File: src/hdl/pal_pkg.sv
// Shared types, operation and status codes for the positional array list engine.
// Used by the controller, the datapath, the top level and the checker.
// No dependencies.
`default_nettype none

package pal_pkg;

  localparam int DEF_CAPACITY = 64;
  localparam int OP_W         = 4;
  localparam int STAT_W       = 3;
  localparam int VAL_W        = 32;

  // operation codes
  localparam logic [OP_W-1:0] OP_PUSH_BACK  = 4'd0;
  localparam logic [OP_W-1:0] OP_POP_BACK   = 4'd1;
  localparam logic [OP_W-1:0] OP_PUSH_FRONT = 4'd2;
  localparam logic [OP_W-1:0] OP_POP_FRONT  = 4'd3;
  localparam logic [OP_W-1:0] OP_INSERT     = 4'd4;
  localparam logic [OP_W-1:0] OP_ERASE      = 4'd5;
  localparam logic [OP_W-1:0] OP_FIND       = 4'd6;
  localparam logic [OP_W-1:0] OP_REMOVE     = 4'd7;
  localparam logic [OP_W-1:0] OP_MODIFY     = 4'd8;

  // result status codes
  localparam logic [STAT_W-1:0] ST_OK       = 3'd0;
  localparam logic [STAT_W-1:0] ST_FULL     = 3'd1;
  localparam logic [STAT_W-1:0] ST_EMPTY    = 3'd2;
  localparam logic [STAT_W-1:0] ST_BADPOS   = 3'd3;
  localparam logic [STAT_W-1:0] ST_NOTFOUND = 3'd4;

  // pointer commands
  localparam logic [2:0] PTR_HOLD      = 3'd0;
  localparam logic [2:0] PTR_LOAD_LEN  = 3'd1;
  localparam logic [2:0] PTR_LOAD_POS  = 3'd2;
  localparam logic [2:0] PTR_LOAD_ZERO = 3'd3;
  localparam logic [2:0] PTR_LOAD_TAG  = 3'd4;
  localparam logic [2:0] PTR_INC       = 3'd5;
  localparam logic [2:0] PTR_DEC       = 3'd6;

  // read address relative to the pointer
  localparam logic [1:0] RD_HERE = 2'd0;
  localparam logic [1:0] RD_NEXT = 2'd1;
  localparam logic [1:0] RD_PREV = 2'd2;

  // length commands
  localparam logic [1:0] LEN_HOLD = 2'd0;
  localparam logic [1:0] LEN_INC  = 2'd1;
  localparam logic [1:0] LEN_DEC  = 2'd2;

  typedef struct packed {
    logic              capture;
    logic              pos_zero;
    logic [2:0]        ptr_op;
    logic              rd_en;
    logic [1:0]        rd_sel;
    logic              wr_pend;
    logic              wr_val;
    logic [1:0]        len_op;
    logic              status_wr;
    logic [STAT_W-1:0] status_code;
    logic              match_set;
  } dp_cmd_t;

  typedef struct packed {
    logic len_zero;
    logic len_full;
    logic pos_gt_len;
    logic pos_ge_len;
    logic ptr_gt_pos;
    logic more_down;
    logic more_srch;
    logic pend;
    logic hit;
  } dp_stat_t;

endpackage

`default_nettype wire

File: src/hdl/pal_ram.sv
// Generic single-write, single-read RAM with registered read data.
// No dependencies.
`default_nettype none

module pal_ram #(
  parameter int WIDTH = 32,
  parameter int DEPTH = 64
) (
  input  wire logic                     clk,
  input  wire logic                     we,
  input  wire logic [$clog2(DEPTH)-1:0] waddr,
  input  wire logic [WIDTH-1:0]         wdata,
  input  wire logic                     re,
  input  wire logic [$clog2(DEPTH)-1:0] raddr,
  output logic      [WIDTH-1:0]         rdata
);

  logic [WIDTH-1:0] mem [DEPTH];

  always_ff @(posedge clk) begin
    if (we) begin
      mem[waddr] <= wdata;
    end
    if (re) begin
      rdata <= mem[raddr];
    end
  end

endmodule

`default_nettype wire

File: src/hdl/pal_dp.sv
// Datapath of the list engine: entry RAM, length, pointer and result registers.
// Depends on pal_pkg and pal_ram.
`default_nettype none

module pal_dp #(
  parameter int CAPACITY = pal_pkg::DEF_CAPACITY
) (
  input  wire logic                                 clk,
  input  wire logic                                 rst_n,
  input  wire pal_pkg::dp_cmd_t                     cmd,
  output pal_pkg::dp_stat_t                         stat,
  input  wire logic        [$clog2(CAPACITY+1)-1:0] in_position,
  input  wire logic signed [pal_pkg::VAL_W-1:0]     in_value,
  output logic             [pal_pkg::STAT_W-1:0]    out_status,
  output logic             [$clog2(CAPACITY)-1:0]   out_match_index,
  output logic             [$clog2(CAPACITY+1)-1:0] out_entry_count
);
  import pal_pkg::*;

  localparam int POS_W = $clog2(CAPACITY + 1);
  localparam int IDX_W = $clog2(CAPACITY);

  logic        [POS_W-1:0]  len_r, len_nxt;
  logic        [POS_W-1:0]  ptr_r, ptr_nxt;
  logic        [POS_W-1:0]  tag_r;
  logic        [POS_W-1:0]  pos_r;
  logic signed [VAL_W-1:0]  val_r;
  logic                     pend_r;
  logic        [STAT_W-1:0] status_r;
  logic        [IDX_W-1:0]  match_r;

  logic        [POS_W-1:0]  rd_ptr;
  logic        [POS_W:0]    ptr_plus1;
  logic                     ram_we;
  logic        [IDX_W-1:0]  ram_waddr;
  logic        [VAL_W-1:0]  ram_wdata;
  logic        [VAL_W-1:0]  ram_rdata;

  assign ptr_plus1 = {1'b0, ptr_r} + {{POS_W{1'b0}}, 1'b1};

  always_comb begin
    unique case (cmd.rd_sel)
      RD_NEXT: rd_ptr = ptr_plus1[POS_W-1:0];
      RD_PREV: rd_ptr = ptr_r - POS_W'(1);
      default: rd_ptr = ptr_r;
    endcase
  end

  // a pending shifted entry takes the write port ahead of the new value
  assign ram_we    = cmd.wr_pend | cmd.wr_val;
  assign ram_waddr = cmd.wr_pend ? tag_r[IDX_W-1:0] : ptr_r[IDX_W-1:0];
  assign ram_wdata = cmd.wr_pend ? ram_rdata : $unsigned(val_r);

  pal_ram #(
    .WIDTH (VAL_W),
    .DEPTH (CAPACITY)
  ) u_ram (
    .clk   (clk),
    .we    (ram_we),
    .waddr (ram_waddr),
    .wdata (ram_wdata),
    .re    (cmd.rd_en),
    .raddr (rd_ptr[IDX_W-1:0]),
    .rdata (ram_rdata)
  );

  always_comb begin
    unique case (cmd.ptr_op)
      PTR_LOAD_LEN:  ptr_nxt = len_r;
      PTR_LOAD_POS:  ptr_nxt = in_position;
      PTR_LOAD_ZERO: ptr_nxt = '0;
      PTR_LOAD_TAG:  ptr_nxt = tag_r;
      PTR_INC:       ptr_nxt = ptr_plus1[POS_W-1:0];
      PTR_DEC:       ptr_nxt = ptr_r - POS_W'(1);
      default:       ptr_nxt = ptr_r;
    endcase
  end

  always_comb begin
    unique case (cmd.len_op)
      LEN_INC: len_nxt = len_r + POS_W'(1);
      LEN_DEC: len_nxt = len_r - POS_W'(1);
      default: len_nxt = len_r;
    endcase
  end

  always_ff @(posedge clk) begin
    if (!rst_n) begin
      len_r  <= '0;
      pend_r <= 1'b0;
    end else begin
      len_r  <= len_nxt;
      pend_r <= cmd.rd_en;
    end
  end

  always_ff @(posedge clk) begin
    ptr_r <= ptr_nxt;
    if (cmd.rd_en) begin
      tag_r <= ptr_r;
    end
    if (cmd.capture) begin
      pos_r   <= cmd.pos_zero ? '0 : in_position;
      val_r   <= in_value;
      match_r <= '0;
    end else if (cmd.match_set) begin
      match_r <= tag_r[IDX_W-1:0];
    end
    if (cmd.status_wr) begin
      status_r <= cmd.status_code;
    end
  end

  always_comb begin
    stat.len_zero   = (len_r == '0);
    stat.len_full   = (len_r == POS_W'(CAPACITY));
    stat.pos_gt_len = (in_position > len_r);
    stat.pos_ge_len = (in_position >= len_r);
    stat.ptr_gt_pos = (ptr_r > pos_r);
    stat.more_down  = (ptr_plus1 < {1'b0, len_r});
    stat.more_srch  = (ptr_r < len_r);
    stat.pend       = pend_r;
    stat.hit        = pend_r && (ram_rdata == $unsigned(val_r));
  end

  assign out_status      = status_r;
  assign out_match_index = match_r;
  assign out_entry_count = len_r;

endmodule

`default_nettype wire

File: src/hdl/pal_ctrl.sv
// Controller of the list engine: decodes the operation and sequences shifts and searches.
// Depends on pal_pkg.
`default_nettype none

module pal_ctrl (
  input  wire logic                     clk,
  input  wire logic                     rst_n,
  input  wire logic                     start,
  output logic                          busy,
  input  wire logic [pal_pkg::OP_W-1:0] in_operation,
  input  wire pal_pkg::dp_stat_t        stat,
  output pal_pkg::dp_cmd_t              cmd,
  output logic                          out_valid
);
  import pal_pkg::*;

  localparam logic [2:0] S_IDLE = 3'd0;
  localparam logic [2:0] S_WRV  = 3'd1;
  localparam logic [2:0] S_SHUP = 3'd2;
  localparam logic [2:0] S_SHDN = 3'd3;
  localparam logic [2:0] S_SRCH = 3'd4;
  localparam logic [2:0] S_DONE = 3'd5;

  logic [2:0]      state_r, state_nxt;
  logic [OP_W-1:0] op_r, op_nxt;

  always_ff @(posedge clk) begin
    if (!rst_n) begin
      state_r <= S_IDLE;
      op_r    <= OP_PUSH_BACK;
    end else begin
      state_r <= state_nxt;
      op_r    <= op_nxt;
    end
  end

  assign busy      = (state_r != S_IDLE);
  assign out_valid = (state_r == S_DONE);

  always_comb begin
    cmd       = '0;
    state_nxt = state_r;
    op_nxt    = op_r;
    unique case (state_r)
      S_IDLE: begin
        if (start) begin
          cmd.capture   = 1'b1;
          cmd.status_wr = 1'b1;
          op_nxt        = in_operation;
          state_nxt     = S_DONE;
          unique case (in_operation)
            OP_PUSH_BACK: begin
              if (stat.len_full) begin
                cmd.status_code = ST_FULL;
              end else begin
                cmd.ptr_op = PTR_LOAD_LEN;
                state_nxt  = S_WRV;
              end
            end
            OP_POP_BACK: begin
              if (stat.len_zero) begin
                cmd.status_code = ST_EMPTY;
              end else begin
                cmd.len_op = LEN_DEC;
              end
            end
            OP_PUSH_FRONT: begin
              if (stat.len_full) begin
                cmd.status_code = ST_FULL;
              end else begin
                cmd.pos_zero = 1'b1;
                cmd.ptr_op   = PTR_LOAD_LEN;
                state_nxt    = S_SHUP;
              end
            end
            OP_POP_FRONT: begin
              if (stat.len_zero) begin
                cmd.status_code = ST_EMPTY;
              end else begin
                cmd.ptr_op = PTR_LOAD_ZERO;
                state_nxt  = S_SHDN;
              end
            end
            OP_INSERT: begin
              if (stat.len_full) begin
                cmd.status_code = ST_FULL;
              end else if (stat.pos_gt_len) begin
                cmd.status_code = ST_BADPOS;
              end else begin
                cmd.ptr_op = PTR_LOAD_LEN;
                state_nxt  = S_SHUP;
              end
            end
            OP_ERASE: begin
              if (stat.len_zero) begin
                cmd.status_code = ST_EMPTY;
              end else if (stat.pos_ge_len) begin
                cmd.status_code = ST_BADPOS;
              end else begin
                cmd.ptr_op = PTR_LOAD_POS;
                state_nxt  = S_SHDN;
              end
            end
            OP_FIND, OP_REMOVE: begin
              cmd.ptr_op = PTR_LOAD_ZERO;
              state_nxt  = S_SRCH;
            end
            OP_MODIFY: begin
              if (stat.len_zero) begin
                cmd.status_code = ST_EMPTY;
              end else if (stat.pos_ge_len) begin
                cmd.status_code = ST_BADPOS;
              end else begin
                cmd.ptr_op = PTR_LOAD_POS;
                state_nxt  = S_WRV;
              end
            end
            default: ;
          endcase
        end
      end
      S_WRV: begin
        cmd.wr_val = 1'b1;
        cmd.len_op = (op_r == OP_PUSH_BACK) ? LEN_INC : LEN_HOLD;
        state_nxt  = S_DONE;
      end
      S_SHUP: begin
        // move entries up one slot, top first, then drop the value into the gap
        cmd.wr_pend = stat.pend;
        if (stat.ptr_gt_pos) begin
          cmd.rd_en  = 1'b1;
          cmd.rd_sel = RD_PREV;
          cmd.ptr_op = PTR_DEC;
        end else if (!stat.pend) begin
          cmd.wr_val = 1'b1;
          cmd.len_op = LEN_INC;
          state_nxt  = S_DONE;
        end
      end
      S_SHDN: begin
        // move entries down one slot, bottom first
        cmd.wr_pend = stat.pend;
        if (stat.more_down) begin
          cmd.rd_en  = 1'b1;
          cmd.rd_sel = RD_NEXT;
          cmd.ptr_op = PTR_INC;
        end else if (!stat.pend) begin
          cmd.len_op = LEN_DEC;
          state_nxt  = S_DONE;
        end
      end
      S_SRCH: begin
        if (stat.hit) begin
          cmd.match_set = 1'b1;
          if (op_r == OP_REMOVE) begin
            cmd.ptr_op = PTR_LOAD_TAG;
            state_nxt  = S_SHDN;
          end else begin
            state_nxt = S_DONE;
          end
        end else if (stat.more_srch) begin
          cmd.rd_en  = 1'b1;
          cmd.ptr_op = PTR_INC;
        end else if (!stat.pend) begin
          cmd.status_wr   = 1'b1;
          cmd.status_code = ST_NOTFOUND;
          state_nxt       = S_DONE;
        end
      end
      S_DONE: begin
        state_nxt = S_IDLE;
      end
      default: begin
        state_nxt = S_IDLE;
      end
    endcase
  end

endmodule

`default_nettype wire

File: src/hdl/positional_array_list_engine_unit.sv
// Top level of the positional array list engine: controller plus datapath.
// Depends on pal_pkg, pal_ctrl, pal_dp (and pal_ram through pal_dp).
//
//   channel   ports                                              handshake
//   -------   ------------------------------------------------   ------------------------
//   input     in_operation, in_position, in_value                start high, busy low
//   result    out_status, out_match_index, out_entry_count       out_valid, one cycle
//
// An item is taken only while busy is low; one item finishes before the next is taken.
// Pop_back, push_back, modify and refused items shift nothing. Insert/push_front move the
// entries at and above the position up, erase/pop_front those above it down; find/remove
// scan from the front, a remove then closing the gap; shifts move one entry per cycle.
// Reset is synchronous, active low, and empties the list; the entry RAM is not cleared.
// The result shows on out_valid for one cycle; the receiver cannot stall it.
`default_nettype none

module positional_array_list_engine_unit #(
  parameter int CAPACITY = pal_pkg::DEF_CAPACITY
) (
  input  wire logic                                 clk,
  input  wire logic                                 rst_n,
  input  wire logic                                 start,
  output logic                                      busy,
  input  wire logic        [pal_pkg::OP_W-1:0]      in_operation,
  input  wire logic        [$clog2(CAPACITY+1)-1:0] in_position,
  input  wire logic signed [pal_pkg::VAL_W-1:0]     in_value,
  output logic                                      out_valid,
  output logic             [pal_pkg::STAT_W-1:0]    out_status,
  output logic             [$clog2(CAPACITY)-1:0]   out_match_index,
  output logic             [$clog2(CAPACITY+1)-1:0] out_entry_count
);
  import pal_pkg::*;

  dp_cmd_t  cmd;
  dp_stat_t stat;

  // sequence each operation; results are held in datapath registers
  pal_ctrl u_ctrl (
    .clk          (clk),
    .rst_n        (rst_n),
    .start        (start),
    .busy         (busy),
    .in_operation (in_operation),
    .stat         (stat),
    .cmd          (cmd),
    .out_valid    (out_valid)
  );

  // entry storage, length, scan pointer and result registers
  pal_dp #(
    .CAPACITY (CAPACITY)
  ) u_dp (
    .clk             (clk),
    .rst_n           (rst_n),
    .cmd             (cmd),
    .stat            (stat),
    .in_position     (in_position),
    .in_value        (in_value),
    .out_status      (out_status),
    .out_match_index (out_match_index),
    .out_entry_count (out_entry_count)
  );

endmodule

`default_nettype wire

File: config.mk
export PLATFORM = sky130hd
export DESIGN_NAME = positional_array_list_engine_unit
export DESIGN_NICKNAME = d
export VERILOG_FILES = /design/src/hdl/pal_pkg.sv /design/src/hdl/pal_ram.sv /design/src/hdl/pal_dp.sv /design/src/hdl/pal_ctrl.sv /design/src/hdl/positional_array_list_engine_unit.sv
export SDC_FILE = /design/constraint.sdc
export NUM_CORES = 2
export LEC_CHECK = 0
export ABC_AREA = 1
export ABC_CLOCK_PERIOD_IN_PS = 5300
export BUFFER_PORTS_ARGS = -buffer_cell sky130_fd_sc_hd__buf_2
export CAP_MARGIN = 20
export CORE_MARGIN = 3
export CORE_UTILIZATION = 60
export CTS_CLUSTER_DIAMETER = 50
export DETAILED_ROUTE_END_ITERATION = 7
export PLACE_DENSITY_LB_ADDON = 0.2
export SLEW_MARGIN = 10
export SYNTH_ARGS = -nofsm -noshare
export SYNTH_HDL_FRONTEND = slang
export SYNTH_SLANG_ARGS = --single-unit
File: constraint.sdc
create_clock -name clk -period 5.3 [get_ports clk]
set_input_delay 0.265 -clock clk [delete_from_list [all_inputs] [get_ports clk]]
set_output_delay 0.265 -clock clk [all_outputs]
set_load 0.005 [all_outputs]
==> flow_summary.ini <==
[pwr]
p_leak_uw = 0.0363
total_power_uw = 54400
power_density_nw_per_um2 = 534
power.ir.vdd_worst_uv = 396

[critical_path]
critical_path_peak_fanout = 44
crit-reg2reg-capture = u_dp.u_ram.rdata[2]$_DFFE_PP_
setup.reg_to_reg.worst_slack_ns = 0.28
critical_path.endpoint_type = flip-flop
cp_data_required_time_ns = 5.98
rr_startpoint = u_dp.ptr_r[0]$_DFFE_PP_
critPathLaunchType = flip-flop
timing.critical_path.arrival_ns = 5.70
path_class = flip-flop to flip-flop
r2r_cells = 22

[synth]
synthDominantCellAreaShare = 0.712
synth_top_area_cell = edfxtp_1
synth-seq-cells = 2157
synth-edff-count = 2136
synth_ff_type = edfxtp_1
postSynthAreaPerCell_um2 = 12.5
post_synth_main_area_contributors = edfxtp_1, o211ai_1, nand3_1, nand2_1, inv_1
syn-num-nets = 7297
synthCells = 7214
ys_seq_area_frac = 0.717
synth.yosys.warnings = 0
async_reset_ff_frac = 0
synth.lib_cells_used.distinct = 45
synthesis.area_um2 = 90100

[clocking]
clock_tree.buffer_depth = 3
cts_max_level = 4
clock_tree_from_tritoncts = done
numCtsBuffers = 214
clock_sink_count = 2157
clk_latency_ns = 0.84
clkTransAtPathRegs_ns = 0.06
cts-root-buf = clkbuf_16

[route]
detail_route.first_pass.iterations = 6
dr.first_iter.drc_count = 8836
finalWirelength_um = 260000
drt_drc_violations_left = 0
routedWlPerCell_um = 27.1
route.vias.total = 60120
detail_route.vias_per_cell = 6.28
count_of_nets_left_with_antenna_violations_after_detail_routing = 0

[grt]
pin_count_of_the_biggest_net_entering_global_routing = 125
first_global_vias = 57177
grt_usage = 0.330
grt_remaining_overflow = 0
grt_pass1_wl_um = 377000
grt_antenna_before_repair = 7

[cells_and_area]
area_growth_pct = 13.1
drive_above_1_share = 0.106
layout.nets = 7487
post_layout_util = 0.687

[timing]
rsz0062_at_grt = false
max-slew-margin-rel = 0.263
period_minus_slack_ns = 5.02
worst_clock_skew_ns = 0.0314
setup-violations-final = 0
slew_violations = 0
finalHoldViolations = 0
max_freq_ghz = 0.199
worst_pin_slew_ns = 1.10
timing.final.crit_share = 0.948

[placement]
port_buffers = 63
gp_congestion = 0.933
place.detailed.hpwl_um = 146000

[min_path]
worst_min_delay_path_startpoint = in_value[25]
worst_hold_path.endpoint = u_dp.val_r[25]$_DFFE_PP_
timing.hold.worst_path_depth = 2
hold_path_class = input port to flip-flop

[flow_run]
max_cap_viol_count = 0

[die]
start_util = 0.607
ios = 64
dieArea_um2 = 155000
die_y_um = 394
die_w_um = 394
core_area_um2 = 148000
std_cell_rows = 141

[outcome]
status = completed
-- cell usage in the layout (no fill, tap or decap), types with 21 or more instances in the layout --
cell / synthesis / final
ha_1: 36 / 36
dlygate4sd3_1: 0 / 46
nand3_1: 758 / 739
inv_1: 922 / 922
o211ai_1: 965 / 965
nor2_1: 397 / 336
o21ai_0: 332 / 305
buf_4: 23 / 237
edfxtp_1: 2136 / 2136
nand2_1: 944 / 942
a21oi_1: 41 / 41
clkinv_1: 1 / 60
o21ai_1: 118 / 118
buf_12: 1 / 72
clkinv_2: 1 / 26
buf_2: 287 / 63
clkbuf_1: 111 / 56
nor2_4: 2 / 63
o21ai_4: 1 / 32
clkbuf_16: 0 / 220
dfxtp_1: 21 / 21
-- routing by layer --
| layer | up-vias | share of wire | track usage |
|---|---|---|---|
| met5 | - | 0 | 0 |
| met4 | 0 | 0.051 | 0.158 |
| met3 | 579 | 0.12 | 0.0670 |
| met2 | 3857 | 0.45 | 0.500 |
| met1 | 29223 | 0.38 | 0.465 |
| li1 | 26461 | - | - |
-- cell families (layout without fill, tap and decap cells) --
family	after synthesis	count (layout)	share of synthesized area
adders and majority gates	37	37	0.00522
AOI/OAI and AO/OA	1468	1468	0.109
xor gates and xnor gates	20	20	0.00203
muxes	6	6	0.000750
and+or+nand+nor	2138	2138	0.101
other	0	1	0
buffers and inverters	1388	1749	0.0656
DFF	2157	2157	0.717
-- worst max path at each step --
stage | depth (start not counted) | from | to | slack (ns)
2_1_floorplan | 7 | u_ctrl.state_r[1]$_SDFFE_PN0P_ | u_dp.u_ram.mem[0][0]$_DFFE_PP_ | 0.84
3_3_place_gp | 24 | u_dp.ptr_r[0]$_DFFE_PP_ | u_dp.u_ram.rdata[25]$_DFFE_PP_ | -0.02
3_5_place_dp | 25 | u_dp.ptr_r[0]$_DFFE_PP_ | u_dp.u_ram.rdata[19]$_DFFE_PP_ | -0.05
4_1_cts | 25 | u_dp.ptr_r[0]$_DFFE_PP_ | u_dp.u_ram.rdata[19]$_DFFE_PP_ | 0.02
5_1_grt | 25 | u_dp.ptr_r[0]$_DFFE_PP_ | u_dp.u_ram.rdata[29]$_DFFE_PP_ | 0.003
6_report | 22 | u_dp.ptr_r[0]$_DFFE_PP_ | u_dp.u_ram.rdata[2]$_DFFE_PP_ | 0.28
-- stage by stage --
stage	cells	hold WS [ns]	setup WS [ns]	cell area (um2)	setup TNS (ns)
floorplan	7214	0.363	0.844	90100	0
global placement	9129	0.432	-0.0207	94600	-0.0223
detailed placement	9129	0.440	-0.0490	94600	-0.133
CTS	9562	0.108	0.0162	102000	0
global route	9577	0.141	0.00308	102000	0
finish	9578	0.156	0.277	102000	0
-- cell type report --
| class | instances | area, um2 |
|---|---|---|
| sequential | 2157 | 64600 |
| fill | 10075 | 46500 |
| multi-input combinational | 3669 | 20600 |
| clock buffer | 273 | 5640 |
| timing repair buffer | 429 | 4230 |
| inverter | 933 | 3540 |
| tap | 2002 | 2500 |
| clock inverter | 114 | 820 |
| antenna | 1 | 2.50 |
-- cells in the mapped netlist, types with 2 or more instances --
cell type	count
a21oi_1	41
inv_2	8
nor2_1	397
dfxtp_1	21
nand3_1	758
nand4_1	17
nor3_1	10
a311oi_1	2
nor2_4	2
o211ai_1	965
xnor2_1	7
o21ai_0	332
buf_6	30
buf_4	23
mux2_2	6
nor4_1	2
nand2_1	944
buf_1	2
buf_2	287
inv_1	922
ha_1	36
o21ai_1	118
o21ai_2	4
clkbuf_1	111
or2_2	2
xor2_1	12
edfxtp_1	2136
o211ai_2	2
-- sequential cells by signal (all words and copies together) (netlist names), 6 cells and up --
signal / cells
u_dp.val_r: 32
u_dp.ptr_r: 7
u_dp.out_match_index: 6
u_dp.u_ram.rdata: 32
u_dp.pos_r: 7
u_dp.u_ram.mem: 2048
u_dp.out_entry_count: 7
u_dp.tag_r: 7
-- worst max-delay path, stage by stage (launching register included) --
cell      delay, ns
edfxtp_1       0.46
ha_1           0.25
nand3_1        0.12
nor3_1         0.20
xor2_1         0.17
inv_1          0.07
ha_1           0.29
inv_1          0.06
nor2_1         0.04
nor3_2         0.19
nand3_2        0.10
inv_1          0.09
ha_1           0.24
inv_2          0.19
buf_4          0.23
nand3_1        0.15
o21ai_4        0.13
buf_12         0.41
buf_12         0.34
nand3_1        0.22
nand3_1        0.31
nand3_1        0.36
nand2_1        0.19
-- power by group --
group | switching (uW) | internal [uW]
Sequential | 323 | 20300
Combinational | 13900 | 5840
Clock | 6380 | 7720
Total | 20600 | 33800
-- what timing repair did --
action                                 4_1_cts  5_1_grt
setup buffers                                0        9
resized for setup                            5       29
endpoints found under the hold margin       59        0
setup endpoints to repair                    4       29
cloned                                       0        4
hold buffers                                46        0
pin swaps                                    0        1
(Power assumes the default switching activity.)
